### config.mk
export PLATFORM = sky130hd
export DESIGN_NAME = composite_video_sample_conditioner
export DESIGN_NICKNAME = d
export VERILOG_FILES = /design/src/sv/cvsc_pkg.sv /design/src/sv/composite_video_sample_conditioner.sv /design/src/sv/cvsc_cfg.sv /design/src/sv/cvsc_front.sv /design/src/sv/cvsc_back.sv
export SDC_FILE = /design/constraint.sdc
export NUM_CORES = 1
export LEC_CHECK = 0
export BUFFER_PORTS_ARGS = -buffer_cell sky130_fd_sc_hd__buf_4
export CELL_PAD_IN_SITES_DETAIL_PLACEMENT = 0
export CELL_PAD_IN_SITES_GLOBAL_PLACEMENT = 1
export CORE_MARGIN = 2
export CORE_UTILIZATION = 45
export DETAILED_ROUTE_END_ITERATION = 8
export GPL_TIMING_DRIVEN = 0
export PLACE_DENSITY = 0.78
export SYNTH_ARGS = -nofsm -noshare
export SYNTH_HDL_FRONTEND = slang
export SYNTH_SLANG_ARGS = --single-unit
### constraint.sdc
create_clock -name clk -period 31.1 [get_ports clk]
set_input_delay 6.22 -clock clk [delete_from_list [all_inputs] [get_ports clk]]
set_output_delay 6.22 -clock clk [all_outputs]
set_load 0.005 [all_outputs]
### src/sv/cvsc_pkg.sv
// ----------------------------------------------------------------------------
// cvsc_pkg
// Types, widths and register codes shared by the video sample conditioner.
// ----------------------------------------------------------------------------
package cvsc_pkg;

  localparam int SampleW   = 6;
  localparam int Q8W       = 14;
  localparam int CodeW     = 8;
  localparam int LowW      = 6;
  localparam int GainW     = 16;
  localparam int ShiftW    = 4;
  localparam int CfgIndexW = 3;
  localparam int CfgDataW  = 16;
  localparam int TargetW   = 25;

  localparam logic [Q8W-1:0]    DcBiasReset  = '0;
  localparam logic [CodeW-1:0]  BlackReset   = '0;
  localparam logic [GainW-1:0]  GainReset    = 16'd256;
  localparam logic [ShiftW-1:0] ShiftReset   = '0;
  localparam logic [CodeW-1:0]  FloorReset   = '0;
  localparam logic [CodeW-1:0]  CeilingReset = 8'd255;
  localparam logic [LowW-1:0]   LowStart     = 6'd63;
  localparam logic [CodeW-1:0]  HighStart    = 8'd0;
  localparam logic [8:0]        RoundHalf    = 9'd128;

  typedef enum logic [CfgIndexW-1:0] {
    REG_DC_BIAS      = 3'd0,
    REG_BLACK_LEVEL  = 3'd1,
    REG_INVERT       = 3'd2,
    REG_GAIN         = 3'd3,
    REG_SMOOTH_SHIFT = 3'd4,
    REG_CODE_FLOOR   = 3'd5,
    REG_CODE_CEILING = 3'd6
  } cfg_reg_t;

  typedef struct packed {
    logic [SampleW-1:0] sample;
    logic               end_of_block;
  } in_item_t;

  typedef struct packed {
    logic [CodeW-1:0] video_code;
    logic [LowW-1:0]  block_low;
    logic [CodeW-1:0] block_high;
    logic             block_done;
  } out_item_t;

  typedef struct packed {
    logic [Q8W-1:0]    dc_bias;
    logic [CodeW-1:0]  black_level;
    logic              invert_enable;
    logic [GainW-1:0]  gain;
    logic [ShiftW-1:0] smooth_shift;
    logic [CodeW-1:0]  code_floor;
    logic [CodeW-1:0]  code_ceiling;
  } cfg_t;

  typedef struct packed {
    logic signed [TargetW-1:0] target;
    logic                      end_of_block;
  } mid_item_t;

endpackage

### src/sv/composite_video_sample_conditioner.sv
// ----------------------------------------------------------------------------
// composite_video_sample_conditioner
// Turns 6-bit phase-delta samples into clamped 8-bit composite video codes.
// ----------------------------------------------------------------------------
// Input items (sample, end_of_block) enter on in_valid/in_ready; result items
// (video_code, block_low, block_high, block_done) leave on out_valid/out_ready.
// One result item per input item, in order.
// An accepted item passes through the input, middle and output registers
// before it is presented on out_valid.
// Throughput: one item per cycle unless the receiver stalls; the front-stage DC
// tracker loop and back-stage smoothing accumulator loop do not limit it.
// Each stage holds its item while the next is full, so a stalled receiver
// backs up through the output, middle and input registers before in_ready
// drops; the block still takes items while a result waits if a stage is free.
// Reset restores register defaults, primes the tracker and accumulator, and
// starts the block minimum at 63 and maximum at 0. A write to a valid register
// index re-primes tracker and accumulator on the next cycle; write only when idle.
// ----------------------------------------------------------------------------
module composite_video_sample_conditioner (
  input  logic                               clk,
  input  logic                               rst,
  input  logic                               in_valid,
  output logic                               in_ready,
  input  cvsc_pkg::in_item_t                 in_item,
  output logic                               out_valid,
  input  logic                               out_ready,
  output cvsc_pkg::out_item_t                out_item,
  input  logic                               cfg_we,
  input  logic [cvsc_pkg::CfgIndexW-1:0]     cfg_index,
  input  logic [cvsc_pkg::CfgDataW-1:0]      cfg_data
);
  import cvsc_pkg::*;

  cfg_t      cfg;
  logic      prime;
  logic      mid_valid;
  logic      mid_ready;
  mid_item_t mid_item;

  cvsc_cfg u_cfg (
    .clk       (clk),
    .rst       (rst),
    .cfg_we    (cfg_we),
    .cfg_index (cfg_index),
    .cfg_data  (cfg_data),
    .cfg       (cfg),
    .prime     (prime)
  );

  cvsc_front u_front (
    .clk       (clk),
    .rst       (rst),
    .cfg       (cfg),
    .prime     (prime),
    .in_valid  (in_valid),
    .in_ready  (in_ready),
    .in_item   (in_item),
    .mid_valid (mid_valid),
    .mid_ready (mid_ready),
    .mid_item  (mid_item)
  );

  cvsc_back u_back (
    .clk       (clk),
    .rst       (rst),
    .cfg       (cfg),
    .prime     (prime),
    .mid_valid (mid_valid),
    .mid_ready (mid_ready),
    .mid_item  (mid_item),
    .out_valid (out_valid),
    .out_ready (out_ready),
    .out_item  (out_item)
  );

endmodule

### src/sv/cvsc_cfg.sv
// ----------------------------------------------------------------------------
// cvsc_cfg
// Configuration register file; flags a re-prime after every valid write.
// ----------------------------------------------------------------------------
module cvsc_cfg (
  input  logic                               clk,
  input  logic                               rst,
  input  logic                               cfg_we,
  input  logic [cvsc_pkg::CfgIndexW-1:0]     cfg_index,
  input  logic [cvsc_pkg::CfgDataW-1:0]      cfg_data,
  output cvsc_pkg::cfg_t                     cfg,
  output logic                               prime
);
  import cvsc_pkg::*;

  logic valid_index;

  always_comb begin
    unique case (cfg_index)
      REG_DC_BIAS, REG_BLACK_LEVEL, REG_INVERT, REG_GAIN,
      REG_SMOOTH_SHIFT, REG_CODE_FLOOR, REG_CODE_CEILING: valid_index = 1'b1;
      default: valid_index = 1'b0;
    endcase
  end

  always_ff @(posedge clk) begin
    if (rst) begin
      cfg.dc_bias       <= DcBiasReset;
      cfg.black_level   <= BlackReset;
      cfg.invert_enable <= 1'b0;
      cfg.gain          <= GainReset;
      cfg.smooth_shift  <= ShiftReset;
      cfg.code_floor    <= FloorReset;
      cfg.code_ceiling  <= CeilingReset;
      prime             <= 1'b0;
    end else begin
      prime <= cfg_we && valid_index;
      if (cfg_we) begin
        unique case (cfg_index)
          REG_DC_BIAS:      cfg.dc_bias       <= cfg_data[Q8W-1:0];
          REG_BLACK_LEVEL:  cfg.black_level   <= cfg_data[CodeW-1:0];
          REG_INVERT:       cfg.invert_enable <= cfg_data[0];
          REG_GAIN:         cfg.gain          <= cfg_data[GainW-1:0];
          REG_SMOOTH_SHIFT: cfg.smooth_shift  <= cfg_data[ShiftW-1:0];
          REG_CODE_FLOOR:   cfg.code_floor    <= cfg_data[CodeW-1:0];
          REG_CODE_CEILING: cfg.code_ceiling  <= cfg_data[CodeW-1:0];
          default: ;
        endcase
      end
    end
  end

endmodule

### src/sv/cvsc_front.sv
// ----------------------------------------------------------------------------
// cvsc_front
// Input register, DC tracker, centring, inversion, Q8 gain and black-level offset.
// ----------------------------------------------------------------------------
module cvsc_front (
  input  logic                  clk,
  input  logic                  rst,
  input  cvsc_pkg::cfg_t        cfg,
  input  logic                  prime,
  input  logic                  in_valid,
  output logic                  in_ready,
  input  cvsc_pkg::in_item_t    in_item,
  output logic                  mid_valid,
  input  logic                  mid_ready,
  output cvsc_pkg::mid_item_t   mid_item
);
  import cvsc_pkg::*;

  logic                        s1_valid;
  in_item_t                    s1_item;
  logic [Q8W-1:0]              dc_track;
  logic [Q8W-1:0]              dc_next;
  logic [Q8W-1:0]              in_q8;
  logic                        mid_adv;
  logic signed [Q8W:0]         centred;
  logic signed [Q8W:0]         centred_sel;
  logic signed [GainW:0]       gain_s;
  logic signed [31:0]          product;
  logic signed [TargetW-1:0]   target;

  assign mid_adv  = s1_valid && (!mid_valid || mid_ready);
  assign in_ready = !s1_valid || mid_adv;

  always_comb begin
    in_q8       = {s1_item.sample, 8'b0};
    dc_next     = dc_track - {{(Q8W-1){1'b0}}, (in_q8 < dc_track)};
    centred     = $signed({1'b0, in_q8}) - $signed({1'b0, dc_next});
    centred_sel = cfg.invert_enable ? -centred : centred;
    gain_s      = $signed({1'b0, cfg.gain});
    product     = 32'(centred_sel) * 32'(gain_s);
    target      = $signed({9'b0, cfg.black_level, 8'b0})
                + $signed({product[31], product[31:8]});
  end

  always_ff @(posedge clk) begin
    if (rst) begin
      s1_valid  <= 1'b0;
      mid_valid <= 1'b0;
      dc_track  <= DcBiasReset;
    end else begin
      if (in_valid && in_ready) begin
        s1_valid <= 1'b1;
      end else if (mid_adv) begin
        s1_valid <= 1'b0;
      end
      if (mid_adv) begin
        mid_valid <= 1'b1;
      end else if (mid_ready) begin
        mid_valid <= 1'b0;
      end
      if (prime) begin
        dc_track <= cfg.dc_bias;
      end else if (mid_adv) begin
        dc_track <= dc_next;
      end
    end
  end

  always_ff @(posedge clk) begin
    if (in_valid && in_ready) begin
      s1_item <= in_item;
    end
    if (mid_adv) begin
      mid_item.target       <= target;
      mid_item.end_of_block <= s1_item.end_of_block;
    end
  end

endmodule

### src/sv/cvsc_back.sv
// ----------------------------------------------------------------------------
// cvsc_back
// IIR smoothing, rounding, clamping and running block minimum and maximum.
// ----------------------------------------------------------------------------
module cvsc_back (
  input  logic                  clk,
  input  logic                  rst,
  input  cvsc_pkg::cfg_t        cfg,
  input  logic                  prime,
  input  logic                  mid_valid,
  output logic                  mid_ready,
  input  cvsc_pkg::mid_item_t   mid_item,
  output logic                  out_valid,
  input  logic                  out_ready,
  output cvsc_pkg::out_item_t   out_item
);
  import cvsc_pkg::*;

  logic signed [TargetW-1:0]   smooth_acc;
  logic signed [TargetW-1:0]   acc_next;
  logic signed [TargetW:0]     diff;
  logic signed [TargetW:0]     step;
  logic signed [TargetW-1:0]   filtered;
  logic signed [TargetW:0]     rounded;
  logic signed [TargetW-8:0]   code;
  logic [CodeW-1:0]            code_c;
  logic [LowW-1:0]             run_low;
  logic [CodeW-1:0]            run_high;
  logic [LowW-1:0]             low_next;
  logic [CodeW-1:0]            high_next;
  logic                        out_adv;
  logic                        filter_on;

  assign mid_ready = !out_valid || out_ready;
  assign out_adv   = mid_valid && mid_ready;
  assign filter_on = (cfg.smooth_shift != '0);

  always_comb begin
    diff     = {mid_item.target[TargetW-1], mid_item.target}
             - {smooth_acc[TargetW-1], smooth_acc};
    step     = diff >>> cfg.smooth_shift;
    acc_next = smooth_acc + step[TargetW-1:0];
    filtered = filter_on ? acc_next : mid_item.target;
    rounded  = {filtered[TargetW-1], filtered} + $signed({{(TargetW-8){1'b0}}, RoundHalf});
    code     = rounded[TargetW:8];
    if (code < $signed({{(TargetW-CodeW-7){1'b0}}, cfg.code_floor})) begin
      code_c = cfg.code_floor;
    end else if (code > $signed({{(TargetW-CodeW-7){1'b0}}, cfg.code_ceiling})) begin
      code_c = cfg.code_ceiling;
    end else begin
      code_c = code[CodeW-1:0];
    end
    low_next  = (code_c < {2'b0, run_low}) ? code_c[LowW-1:0] : run_low;
    high_next = (code_c > run_high) ? code_c : run_high;
  end

  always_ff @(posedge clk) begin
    if (rst) begin
      out_valid  <= 1'b0;
      smooth_acc <= $signed({9'b0, BlackReset, 8'b0});
      run_low    <= LowStart;
      run_high   <= HighStart;
    end else begin
      if (out_adv) begin
        out_valid <= 1'b1;
      end else if (out_ready) begin
        out_valid <= 1'b0;
      end
      if (prime) begin
        smooth_acc <= $signed({9'b0, cfg.black_level, 8'b0});
      end else if (out_adv && filter_on) begin
        smooth_acc <= acc_next;
      end
      if (out_adv) begin
        run_low  <= mid_item.end_of_block ? LowStart : low_next;
        run_high <= mid_item.end_of_block ? HighStart : high_next;
      end
    end
  end

  always_ff @(posedge clk) begin
    if (out_adv) begin
      out_item.video_code <= code_c;
      out_item.block_low  <= low_next;
      out_item.block_high <= high_next;
      out_item.block_done <= mid_item.end_of_block;
    end
  end

endmodule
* Word level (Yosys, flattened, before mapping)
Index checks and enable logic that the tools add are counted. Widths: inputs -> output; s select.
Word-level totals: register bits after elaboration 172, input bits 31, output and inout bits 25, logic and storage cells 90
Cells by class: $add $sub $neg 7, multiply operators 1, $lt $le $gt $ge 5, equality and inequality tests 6, shift operators 1, mux-type cells 19, reduce and logical (&&, ||, !) cells 27
Operators by type and width (number):
- $mul 15x17->32 | 1
- $mux 16 | 2
- $mux 8 | 4
- $mux 14 | 2
- $add 25x9->26 const B | 1
- $sshr 26x4->25 | 1
- $sub 25x25->26 | 1
- $add 17x24->25 | 1
- $add 25x25->25 | 1
- $mux 25 | 1
- $gt 18x9->1 | 1
- $lt 18x9->1 | 1
- $mux 15 | 1
- $neg 15->15 | 1
- $sub 14x14->15 | 1
- $lt 14x14->1 | 1
- $reduce_and 2->1 | 7
- $sub 14x1->14 | 1
- $mux 6 | 2
- $reduce_bool 2->1 | 5
- $eq 3x3->1 const B | 3
- $gt 8x8->1 | 1
- $lt 8x6->1 | 1
- $mux 1 | 7
- other kinds (9) | 18

* Depth between registers and ports, before layout
Gate-level depths: netlist (run 1).
depth in word-level cells 11, gate-level depth with buffers 57, depth with buffers taken out 55

* Hierarchy
Synthesis (run 1) repeated with hierarchy kept, for this count alone.
Second synthesis, totals: cell total of the unflattened synthesis 2610, area total of the unflattened synthesis 22230.1 µm²
By module, submodules not included:
- cvsc_front | instances 1, cells each 1339, area each 11831.3 µm², sequential area each 1311.3 µm²
- cvsc_back | instances 1, cells each 1036, area each 7905.1 µm², sequential area each 1491.4 µm²
- cvsc_cfg | instances 1, cells each 235, area each 2493.6 µm², sequential area each 1201.2 µm²

* Worst setup path before layout (run 1)
No wires, ideal clock.
path kind input to output, start input out_ready, end output in_ready, data arrival time 6598 ps, data required time 24880 ps, setup slack 18282 ps, stages 2, path buffers 0, cells stage by stage nor2b_1 nand3_1
Between the ends: longest elaborated chain between the ends 4
RTL lines:
- start: declaration | line composite_video_sample_conditioner.sv:26 | input logic out_ready,
- $logic_or 1x1->1 | line cvsc_back.sv:34 | assign mid_ready = !out_valid || out_ready;
- $logic_or 1x1->1 | line cvsc_front.sv:31 | assign mid_adv = s1_valid && (!mid_valid || mid_ready);
- $logic_and 1x1->1 | line cvsc_front.sv:31
- $logic_or 1x1->1 | line cvsc_front.sv:32 | assign in_ready = !s1_valid || mid_adv;
- end: declaration | line composite_video_sample_conditioner.sv:23 | output logic in_ready,
No other way between the ends.

* Worst setup path after layout (run 1)
start register u_front.dc_track[4], end register u_front.mid_item[22] (netlist name)
Between the ends: longest elaborated chain between the ends 7
RTL lines:
- start: declaration | line cvsc_front.sv:21 | logic [Q8W-1:0] dc_track;
- start signal: assignment | line cvsc_front.sv:49 | dc_track <= DcBiasReset;
- start signal: assignment | line cvsc_front.sv:62 | dc_track <= cfg.dc_bias;
- start signal: assignment | line cvsc_front.sv:64 | dc_track <= dc_next;
- $lt 14x14->1 | line cvsc_front.sv:36 | dc_next = dc_track - {{(Q8W-1){1'b0}}, (in_q8 < dc_track)};
- $sub 14x1->14 * | line cvsc_front.sv:36
- $sub 14x14->15 * | line cvsc_front.sv:37 | centred = $signed({1'b0, in_q8}) - $signed({1'b0, dc_next});
- $neg 15->15 | line cvsc_front.sv:38 | centred_sel = cfg.invert_enable ? -centred : centred;
- $mux 15 * | line cvsc_front.sv:38
- $mul 15x17->32 * | line cvsc_front.sv:40 | product = 32'(centred_sel) * 32'(gain_s);
- $add 17x24->25 * | line cvsc_front.sv:42 | + $signed({product[31], product[31:8]});
- named net u_front.target[21] | line cvsc_front.sv:29 | logic signed [TargetW-1:0] target;
The timed path passes the listed nets; every way through them passes the cells marked *. A chain may end at the register's enable or synchronous reset.

==> reports/results.ini, run 1 <==
[layout]
num-fill-cells = 4511
final_net_count = 2980
layout_common_cells = nand2_1, inv_1, ha_1
final-seq-area_sq_um = 4004
multiInputGateArea_sq_um = 15420
syn2layout_area_growth_pct = 8.403
num_antenna_cells = 0
layout-drive-gt1-share = 0.06698
final_common_cell = nand2_1

[floorplan]
die_area_sq_um = 48430
die_y_microns = 220.1
fp-row-count = 79
num_io_pins = 56
die_x_microns = 220.1
start_util = 0.4532
coreArea_sq_um = 46360

[worst_hold_path]
hold_path_class = reg -> reg

[timing]
holdWs_ns = 0.4249
final-setup-viol-count = 0
fmax_mhz = 68.93
tns_ns = 0
relSlewSlack = 0.1676
drv_slew = 0
tightest_slew_ns = 1.240
finalCritPeriodShare = 0.4665
skew_ns = 0.01921
final_hold_viol_count = 0
min_period_ns = 14.51
rsz0062_at_grt = false

[detailed_routing]
route.detailed.drc = 0
postRouteWirelength_microns = 61820
vias = 17610
via_per_inst = 5.547
drt_iter0_markers = 1141
wl_per_cell_microns = 19.47
dr.pass1.iters = 7
drtAntennaViolNets = 0

[placement]
port_buffers = 53
gp_congestion = 0.9476
place_hpwl_microns = 50420

[cts]
cts-buffers-inserted = 17
postCtsSetupBuffers = 0
cts_root_buf = clkbuf_16
clock-sinks = 172
ctsHoldBuffers = 0
cts_tree = done
worstSkewPairLatency_ns = 0.46
clockBufferDepth = 2
htreeDepth = 4
cts_resized = 0
path_clk_slew_ns = 0.07

[synthesis]
postSynthCellCount = 2483
ys_seq_area_frac = 0.1906
synth-async-reset-ratio = 0
synth_area_per_cell_sq_um = 8.462
synth_edf_count = 56
netlist_area_sq_um = 21010
synth_seq_cells = 172
synth.net_count = 2908
yosysUniqueCellTypes = 109
synth_ff_type = dfxtp_1
yosys_warnings = 0

[outcome]
status = finished clean

[global_routing]
first_global_vias = 17310
grt_usage = 0.2583
grt_pass1_wl_microns = 95830
overflow = 0
grt_max_degree = 36
antenna_found_initial = 0

[setup_path]
crit_slowest_cell = xnor2_1
cp-end-kind = register
path_class = reg -> reg
cp_slowest_stage_delay_ns = 0.98
crit_fanout = 10
cp-start-kind = register
critPathRequiredTime_ns = 31.29
worst_ep_arrival_time_ns = 14.69

[pwr]
leakage_nw = 10.39
power_density_nw_per_um2 = 83.97
vdd_drop_max_mv = 0.05896
totalPowerFinal_w = 0.001912

[flow_run]
maxCapViolations = 0

[state kept, by name, summed over array words and instances, names as in the netlist]
register           flops
u_back.out_item       23
u_back.out_valid       1
u_back.run_high        8
u_back.run_low         6
u_back.smooth_acc     25
u_cfg.cfg             59
u_cfg.prime            1
u_front.dc_track      14
u_front.in_q8          6
u_front.mid_item      26
u_front.mid_valid      1
u_front.s1_item        1
u_front.s1_valid       1
[synthesized netlist by cell type, types with 5 or more instances]
library cell | instances | area (sq um)
nor2b_1 | 28 | 175.2
nor4_1 | 5 | 31.28
xor2_1 | 47 | 411.6
ha_1 | 211 | 2640
nor3_1 | 29 | 145.1
dfxtp_1 | 116 | 2322
edfxtp_1 | 56 | 1682
o21bai_1 | 18 | 135.1
and3_2 | 6 | 45.04
nor2_1 | 143 | 536.8
nand3_1 | 35 | 175.2
a211oi_1 | 23 | 172.7
a31oi_1 | 12 | 75.07
inv_1 | 301 | 1130
clkbuf_1 | 82 | 307.8
a21o_1 | 39 | 292.8
xnor2_1 | 83 | 727.0
or3_1 | 17 | 106.4
o21ai_0 | 67 | 335.3
mux2i_1 | 59 | 590.6
a22oi_1 | 14 | 105.1
and3_1 | 10 | 62.56
nand2b_1 | 42 | 262.8
a21oi_1 | 184 | 920.9
o21a_1 | 18 | 135.1
or2_2 | 6 | 37.54
nand4_1 | 10 | 62.56
mux2_2 | 14 | 157.7
o31ai_1 | 10 | 75.07
nand2_1 | 372 | 1396
o211ai_1 | 23 | 172.7
mux2_4 | 5 | 75.07
fa_1 | 183 | 3664
and2_1 | 84 | 525.5
[path summary, 6_finish.rpt]
check / startpoint / end / slack (ns) / depth (start not counted)
max: u_front.dc_track[4]$_SDFFE_PP0P_ / u_front.mid_item[22]$_DFFE_PP_ / 16.59 / 55
min: u_front.s1_item[0]$_DFFE_PP_ / u_front.mid_item[0]$_DFFE_PP_ / 0.42 / 0
max reg2reg: u_front.dc_track[4]$_SDFFE_PP0P_ / u_front.mid_item[22]$_DFFE_PP_ / 16.59 / 55
min reg2reg: u_front.s1_item[0]$_DFFE_PP_ / u_front.mid_item[0]$_DFFE_PP_ / 0.42 / 0
[where the power goes]
group          internal (W)  total (W)  switching (W)
clock              0.000126   0.000227       0.000101
sequential         0.000277   0.000296      0.0000187
combinational      0.000534    0.00139       0.000856
total              0.000937    0.00191       0.000975
[cell type report]
type | count | share of cell area
repair buffers | 53 | 0.01747
plain buffers | 98 | 0.01934
well taps | 607 | 0.03335
clock buffers | 20 | 0.02011
clock inverters | 12 | 0.006592
flip-flops and latches | 172 | 0.1758
multi-input cells | 1909 | 0.6773
inverters | 304 | 0.05010
[cells by family after synthesis]
family	after synthesis	share of synthesized area
AO/OA/AOI/OAI	484	0.1523
XOR/XNOR	132	0.05604
adder cells (fa/ha/maj)	395	0.3005
buffers and inverters	402	0.07527
flip-flops	172	0.1906
multiplexers	80	0.04133
AND/OR/NAND/NOR	818	0.1840
[metrics by stage]
stage	utilization	setup WS (ns)	instance area, sq um	cells
after CTS	0.4913	16.72	22780	3175
after detailed placement	0.4782	16.79	22170	3143
after global placement	0.4782	17.04	22170	3143
after floorplan	-	18.28	21010	2483
after global routing	0.4913	15.70	22780	3175
final	0.4913	16.59	22780	3175
[worst max-delay path, delay by kind of cell (launching register included)]
family | cells | cell delay (ns)
buffers and inverters | 5 | 0.81
DFF | 1 | 0.47
xor gates and xnor gates | 5 | 1.78
adders and majority gates | 11 | 4.39
AOI/OAI and AO/OA | 18 | 3.21
and+or+nand+nor | 16 | 3.57
[routing by layer]
layer  GRT usage  vias to the layer above  part of all wire
met2      0.4171                      442              0.46
met4      0.1029                        0             0.038
met5           0                        -                 0
met3     0.03630                       96             0.048
li1            -                     8443                 -
met1      0.3487                     8631              0.46
Power figures use the tool's default switching activity.
==> run 2: changes to the inputs <==
--- a/config.mk
+++ b/config.mk
@@ -5,14 +5,15 @@
 export SDC_FILE = /design/constraint.sdc
 export NUM_CORES = 1
 export LEC_CHECK = 0
+export ABC_AREA = 1
 export BUFFER_PORTS_ARGS = -buffer_cell sky130_fd_sc_hd__buf_4
 export CELL_PAD_IN_SITES_DETAIL_PLACEMENT = 0
 export CELL_PAD_IN_SITES_GLOBAL_PLACEMENT = 1
 export CORE_MARGIN = 2
-export CORE_UTILIZATION = 45
+export CORE_UTILIZATION = 44
 export DETAILED_ROUTE_END_ITERATION = 8
 export GPL_TIMING_DRIVEN = 0
-export PLACE_DENSITY = 0.78
+export PLACE_DENSITY = 0.82
 export SYNTH_ARGS = -nofsm -noshare
 export SYNTH_HDL_FRONTEND = slang
 export SYNTH_SLANG_ARGS = --single-unit
==> constraint.sdc (replaced) <==
create_clock -name clk -period 11.7 [get_ports clk]
set_input_delay 2.34 -clock clk [delete_from_list [all_inputs] [get_ports clk]]
set_output_delay 2.34 -clock clk [all_outputs]
set_load 0.005 [all_outputs]
==> run 2 against run 1 <==
Utilization up 0.91 points. Register-to-register slack lost 16 ns. Clock skew fell by 0.0011 ns. Clock power grew to 2.7 times the previous value. Power grew to 3.4 times the previous value. Critical endpoint is now u_front.mid_item[24]$_DFFE_PP_. Highest routed layer unchanged.
==> reports/results.ini, run 2 <==
[synthesis]
ys_seq_area_frac = 0.1914
synth_edf_count = 56
netlist_area_sq_um = 20920
synth_ff_type = dfxtp_1
synth.top_cell.area_share = 0.1751
postSynthCellCount = 2899
synth-async-reset-ratio = 0
synth_seq_cells = 172
yosysUniqueCellTypes = 60
synth_top_cell_by_area = fa_1
yosys_warnings = 0
synth.top_cells.by_count = nand2_1, inv_1, nor2_1, ha_1, fa_1
synth_area_per_cell_sq_um = 7.217
synth.most_common_cell = nand2_1
synth.net_count = 3324
synth_top_cells_by_area = fa_1, nand2_1, ha_1

[global_routing]
grt_usage = 0.2643
overflow = 0
antenna_found_initial = 0
grt_pass1_wl_microns = 101700
grt_max_degree = 30
grtUsageMet2 = 0.4417
met3_usage = 0.02279
met1_usage = 0.3535
first_global_vias = 18740
grt_busiest_layer = met2

[floorplan]
fp-row-count = 79
die_y_microns = 222.1
die_x_microns = 222.1
coreArea_sq_um = 46750
die_area_sq_um = 49310
num_io_pins = 56
start_util = 0.4475

[setup_path]
cp-start-kind = register
cp-end-kind = register
cp_slowest_stage_delay_ns = 0.57
path_class = reg -> reg
worstReg2RegEnd = u_front.mid_item[24]$_DFFE_PP_
rr_worst_depth = 57
crit_fanout = 6
crit_slowest_cell = fa_1
timing.rr.start = u_front.in_q8[8]$_DFFE_PP_
critPathRequiredTime_ns = 11.89
worst_ep_arrival_time_ns = 11.52
rrSetupSlack_ns = 0.37

[pwr]
pwr-share-clk = 0.094
vdd_drop_max_mv = 0.2774
intPower_w = 0.002895
combPwrFrac = 0.778
p_sw_w = 0.003562
power_density_nw_per_um2 = 276.0
pwr-share-seq = 0.128
p_sw_frac = 0.5517
leakage_nw = 11.73

[timing]
drv_slew = 0
finalCritPeriodShare = 0.9686
rsz0062_at_grt = true
skew_ns = 0.01815
relSlewSlack = 0.2597
holdWs_ns = 0.4430
final-setup-viol-count = 0
fmax_mhz = 88.24
tightest_slew_ns = 1.109
final_hold_viol_count = 0
min_period_ns = 11.33

[cts]
clockBufferDepth = 2
worstSkewPairLatency_ns = 0.45
clock-sinks = 172
cts_root_buf = clkbuf_16
htreeDepth = 4
path_clk_slew_ns = 0.08
cts-buffers-inserted = 17
cts_tree = done

[worst_hold_path]
hold_start = u_front.s1_item[0]$_DFFE_PP_
hold_path_depth = 0
hold_path_class = reg -> reg
min_to = u_front.mid_item[0]$_DFFE_PP_

[layout]
top_regs = u_cfg.cfg (59), u_front.mid_item (26), u_back.smooth_acc (25)
layout_common_cells = nand2_1, inv_1, nor2_1
num-fill-cells = 4656
largest_register = u_cfg.cfg
layout-drive-gt1-share = 0.09481
num_antenna_cells = 0
largest_reg_flops = 59
final_common_cell = nand2_1
syn2layout_area_growth_pct = 11.82
fin_area_sq_um = 23390
final_net_count = 3418

[detailed_routing]
vias = 19320
drt_iter0_markers = 1313
via_per_inst = 5.347
drtAntennaViolNets = 0
route.detailed.drc = 0
postRouteWirelength_microns = 65830
dr.pass1.iters = 7
wl_per_cell_microns = 18.22

[outcome]
status = finished clean

[flow_run]
maxCapViolations = 0

[placement]
gp_congestion = 0.9840
placed_area_sq_um = 22090
port_buffers = 55
place_hpwl_microns = 54430

-- run 2: cell types whose count changed after synthesis, moves of 28 or more --
cell | before | now
inv_1 | 301 | 536
nand2b_1 | 42 | 0
a21oi_1 | 184 | 154
mux2i_1 | 59 | 6
xnor2_1 | 83 | 27
a21o_1 | 39 | 8
nand2_1 | 372 | 707
o21ai_0 | 67 | 174
nor2b_1 | 28 | 0
nand3_1 | 35 | 114
and2_1 | 84 | 1
nor2_1 | 143 | 233
-- run 2: logic make-up after synthesis --
kind of cell             after synthesis  synth area share
XOR/XNOR                              99           0.04144
multiplexers                           6          0.002871
AO/OA/AOI/OAI                        433            0.1160
flip-flops                           172            0.1914
adder cells (fa/ha/maj)              394            0.3013
buffers and inverters                623            0.1128
AND/OR/NAND/NOR                     1172            0.2343
-- run 2: through the flow --
stage / util / worst slack (ns) / power [W] / cells / TNS, ns
after floorplan: - / 1.108 / 0.004010 / 2899 / 0
after global placement: 0.4726 / -1.318 / 0.005263 / 3561 / -7.810
after detailed placement: 0.4726 / -1.442 / 0.005320 / 3561 / -9.226
after CTS: 0.4896 / 0.01641 / 0.006093 / 3601 / 0
after global routing: 0.5004 / -0.1543 / 0.007023 / 3613 / -0.4171
final: 0.5004 / 0.3676 / 0.006457 / 3613 / 0
-- run 2: timing repair --
item / in CTS / in global routing
gates cloned: 0 / 1
hold buffers: 0 / 0
setup endpoints to repair: 11 / 26
pin swaps: 8 / 22
setup buffers: 8 / 15
resized for setup: 28 / 91
-- run 2: how the worst max path moves through the flow --
stage                                     start                             end  slack, ns
2_1_floorplan  u_front.dc_track[8]$_SDFFE_PP0P_  u_front.mid_item[23]$_DFFE_PP_       1.11
3_3_place_gp         u_front.in_q8[8]$_DFFE_PP_  u_front.mid_item[23]$_DFFE_PP_      -1.32
3_5_place_dp   u_front.dc_track[8]$_SDFFE_PP0P_  u_front.mid_item[23]$_DFFE_PP_      -1.44
4_1_cts              u_front.in_q8[8]$_DFFE_PP_  u_front.mid_item[24]$_DFFE_PP_       0.02
5_1_grt              u_front.in_q8[8]$_DFFE_PP_  u_front.mid_item[24]$_DFFE_PP_      -0.15
6_report             u_front.in_q8[8]$_DFFE_PP_  u_front.mid_item[24]$_DFFE_PP_       0.37
-- run 2: critical path: cells and delay by family, from the launching register on --
| family | cells | cell delay (ns) |
|---|---|---|
| buffers and inverters | 10 | 0.99 |
| and+or+nand+nor | 21 | 2.39 |
| AOI/OAI and AO/OA | 12 | 2.10 |
| DFF | 1 | 0.43 |
| xor gates and xnor gates | 3 | 0.67 |
| adders and majority gates | 11 | 4.47 |
-- run 2: power by group through the flow --
stage          Combinational [W]  Clock [W]  Sequential, W
6_report                 0.00502   0.000609       0.000826
5_1_grt                  0.00556   0.000633       0.000831
4_1_cts                  0.00465   0.000615       0.000824
3_5_place_dp             0.00448          0       0.000837
3_3_place_gp             0.00443          0       0.000838
2_1_floorplan            0.00320          0       0.000813
-- run 2: per-layer routing --
layer | share of wire | vias to the layer above
li1 | - | 9338
met1 | 0.44 | 9285
met2 | 0.47 | 575
met3 | 0.049 | 120
met4 | 0.041 | 0
met5 | 0 | -
-- run 2: cell type report --
type	count	area (sq um)	share of cell area
Multi-Input combinational cell	2105	15050	0.6433
Timing Repair Buffer	78	585.6	0.02503
Buffer	71	300.3	0.01284
Clock buffer	19	432.9	0.01851
Clock inverter	13	183.9	0.007862
Sequential cell	172	4006	0.1713
Inverter	548	2076	0.08873
Tap cell	607	759.5	0.03247
==> run 3: changes to the inputs <==
--- a/config.mk
+++ b/config.mk
@@ -12,7 +12,7 @@
 export CORE_MARGIN = 2
 export CORE_UTILIZATION = 44
 export DETAILED_ROUTE_END_ITERATION = 8
-export GPL_TIMING_DRIVEN = 0
+export GPL_TIMING_DRIVEN = 1
 export PLACE_DENSITY = 0.82
 export SYNTH_ARGS = -nofsm -noshare
 export SYNTH_HDL_FRONTEND = slang
==> run 3 against run 2 <==
Critical path depth fell by 1. Clock power rose by 3%. Cell area fell by 2.1%. Worst setup slack improved by 0.38 ns. Die area did not move. Sequential power rose by 3.3%. First-iteration DRC count rose by 14%. Wire length fell by 0.70%. Fmax rose by 3.5%. Sequential share of layout area rose by 0.36 points. Register-to-register slack improved by 0.38 ns.
==> reports/results.ini, run 3 (synthesized netlist as in run 2, its figures left out) <==
[outcome]
status = finished clean

[timing]
fmax_mhz = 91.29
relSlewSlack = 0.2740
final_hold_viol_count = 0
final-setup-viol-count = 0
skew_ns = 0.01840
min_period_ns = 10.95
tightest_slew_ns = 1.088
drv_slew = 0
rsz0062_at_grt = true
finalCritPeriodShare = 0.9362

[global_routing]
first_global_vias = 18400
grt_max_degree = 47
grt_pass1_wl_microns = 102400
overflow = 0
grt_usage = 0.2674
antenna_found_initial = 0

[setup_path]
critPathRequiredTime_ns = 11.91
timing.rr.start = u_front.dc_track[8]$_SDFFE_PP0P_
rrSetupSlack_ns = 0.75
worstReg2RegEnd = u_front.mid_item[24]$_DFFE_PP_
path_buf_inv = 7
cp_slowest_stage_delay_ns = 0.55
critPathCapture = u_front.mid_item[24]$_DFFE_PP_
path_common_cell = inv_1
path_class = reg -> reg
rr_worst_depth = 56
cp.depth = 56
worst_ep_arrival_time_ns = 11.17
cp-end-kind = register
crit_fanout = 6
cp-start-kind = register
crit_slowest_cell = fa_1
critPathLaunch = u_front.dc_track[8]$_SDFFE_PP0P_
cp_top_family = adder cells

[floorplan]
start_util = 0.4475
die_area_sq_um = 49310
die_x_microns = 222.1
num_io_pins = 56
die_y_microns = 222.1
coreArea_sq_um = 46750
fp-row-count = 79

[worst_hold_path]
hold_path_class = reg -> reg

[cts]
cts_root_buf = clkbuf_16
htreeDepth = 4
clock-sinks = 172
cts_tree = done
cts-buffers-inserted = 17
clockBufferDepth = 2
worstSkewPairLatency_ns = 0.48
path_clk_slew_ns = 0.08

[layout]
num_antenna_cells = 0
final_net_count = 3358
layout_common_cells = nand2_1, inv_1, nor2_1
layout-drive-gt1-share = 0.08282
largest_register = u_cfg.cfg
multiInputGateArea_sq_um = 14760
top_regs = u_cfg.cfg (59), u_front.mid_item (26), u_back.smooth_acc (25)
syn2layout_area_growth_pct = 9.455
num-fill-cells = 4694
utilization = 0.4898
final-seq-area_sq_um = 4004
final_common_cell = nand2_1
largest_reg_flops = 59

[detailed_routing]
dr.pass1.iters = 5
wl_met1_microns = 29140
wl_met2_microns = 30690
via_per_inst = 5.323
route.detailed.drc = 0
wl_per_cell_microns = 18.40
postRouteWirelength_microns = 65370
vias = 18910
top_layer_used = met4
wl_met3_microns = 3231
drtAntennaViolNets = 0
drt_iter0_markers = 1497

[flow_run]
maxCapViolations = 0

[pwr]
leakage_nw = 11.64
power_density_nw_per_um2 = 265.4
totalPowerFinal_w = 0.006077
vdd_drop_max_mv = 0.3167

[placement]
gp_congestion = 0.9938
port_buffers = 55
place_hpwl_microns = 54330

[run 3: cell count changes in the layout (fill, tap and decap cells not counted), sizes merged]
cell,before,now
buf,95,90
bufinv,3,2
clkbuf,73,18
clkinv,6,8
clkinvlp,6,1
inv,546,551
nand2,725,724
[run 3: worst min path at each step]
stage / start / to / slack (ns) / cells after the start
after floorplan: u_front.s1_item[0]$_DFFE_PP_ / u_front.mid_item[0]$_DFFE_PP_ / 0.40 / 0
after global placement: u_front.s1_item[0]$_DFFE_PP_ / u_front.mid_item[0]$_DFFE_PP_ / 0.41 / 0
after detailed placement: u_front.s1_item[0]$_DFFE_PP_ / u_front.mid_item[0]$_DFFE_PP_ / 0.41 / 0
after CTS: u_front.s1_item[0]$_DFFE_PP_ / u_front.mid_item[0]$_DFFE_PP_ / 0.43 / 0
after global routing: u_front.s1_item[0]$_DFFE_PP_ / u_front.mid_item[0]$_DFFE_PP_ / 0.44 / 0
final: u_front.s1_item[0]$_DFFE_PP_ / u_front.mid_item[0]$_DFFE_PP_ / 0.42 / 0
[run 3: cell type report]
type                    count  area share
clock buffers              18     0.01918
clock inverters            14    0.008742
inverters                 548     0.08983
multi-input cells        2104      0.6447
flip-flops and latches    172      0.1748
well taps                 607     0.03317
repair buffers             90     0.02950
[run 3: metrics by stage]
step                      setup WS (ns)  setup TNS (ns)  instance area, sq um  hold WS [ns]  std cells
after CTS                        0.1031               0                 22650        0.4253       3546
final                            0.7460               0                 22900        0.4229       3553
after global placement           0.3701               0                 22000        0.4104       3514
after global routing            -0.1142         -0.1797                 22900        0.4405       3553
after floorplan                   1.108               0                 20920        0.4003       2899
after detailed placement        0.07484               0                 22000        0.4098       3514
[run 3: power breakdown]
group,leakage [nW],internal (W),switching [W]
clock,0.308,0.000333,0.000294
combinational,9.87,0.00165,0.00295
sequential,1.47,0.000779,0.0000734
total,11.6,0.00276,0.00331
[run 3: metal layers]
metal,global-route usage,up-vias
li1,-,9212
met4,0.09721,0
met5,0,-
met1,0.3599,9096
met2,0.4418,516
met3,0.03260,89
[run 3: what timing repair did]
action,4_1_cts,5_1_grt
pin swaps,0,15
buffers inserted,0,7
resized for setup,1,51
setup endpoints to repair,1,16
hold buffers,0,0
[run 3: worst register-to-register path: cells and delay by family (launching register included)]
kind,cells,cell delay (ns)
AOI/OAI and AO/OA,17,2.48
DFF,1,0.38
adders and majority gates,10,4.39
and+or+nand+nor,19,2.46
buffers and inverters,7,0.51
xor gates and xnor gates,3,0.52
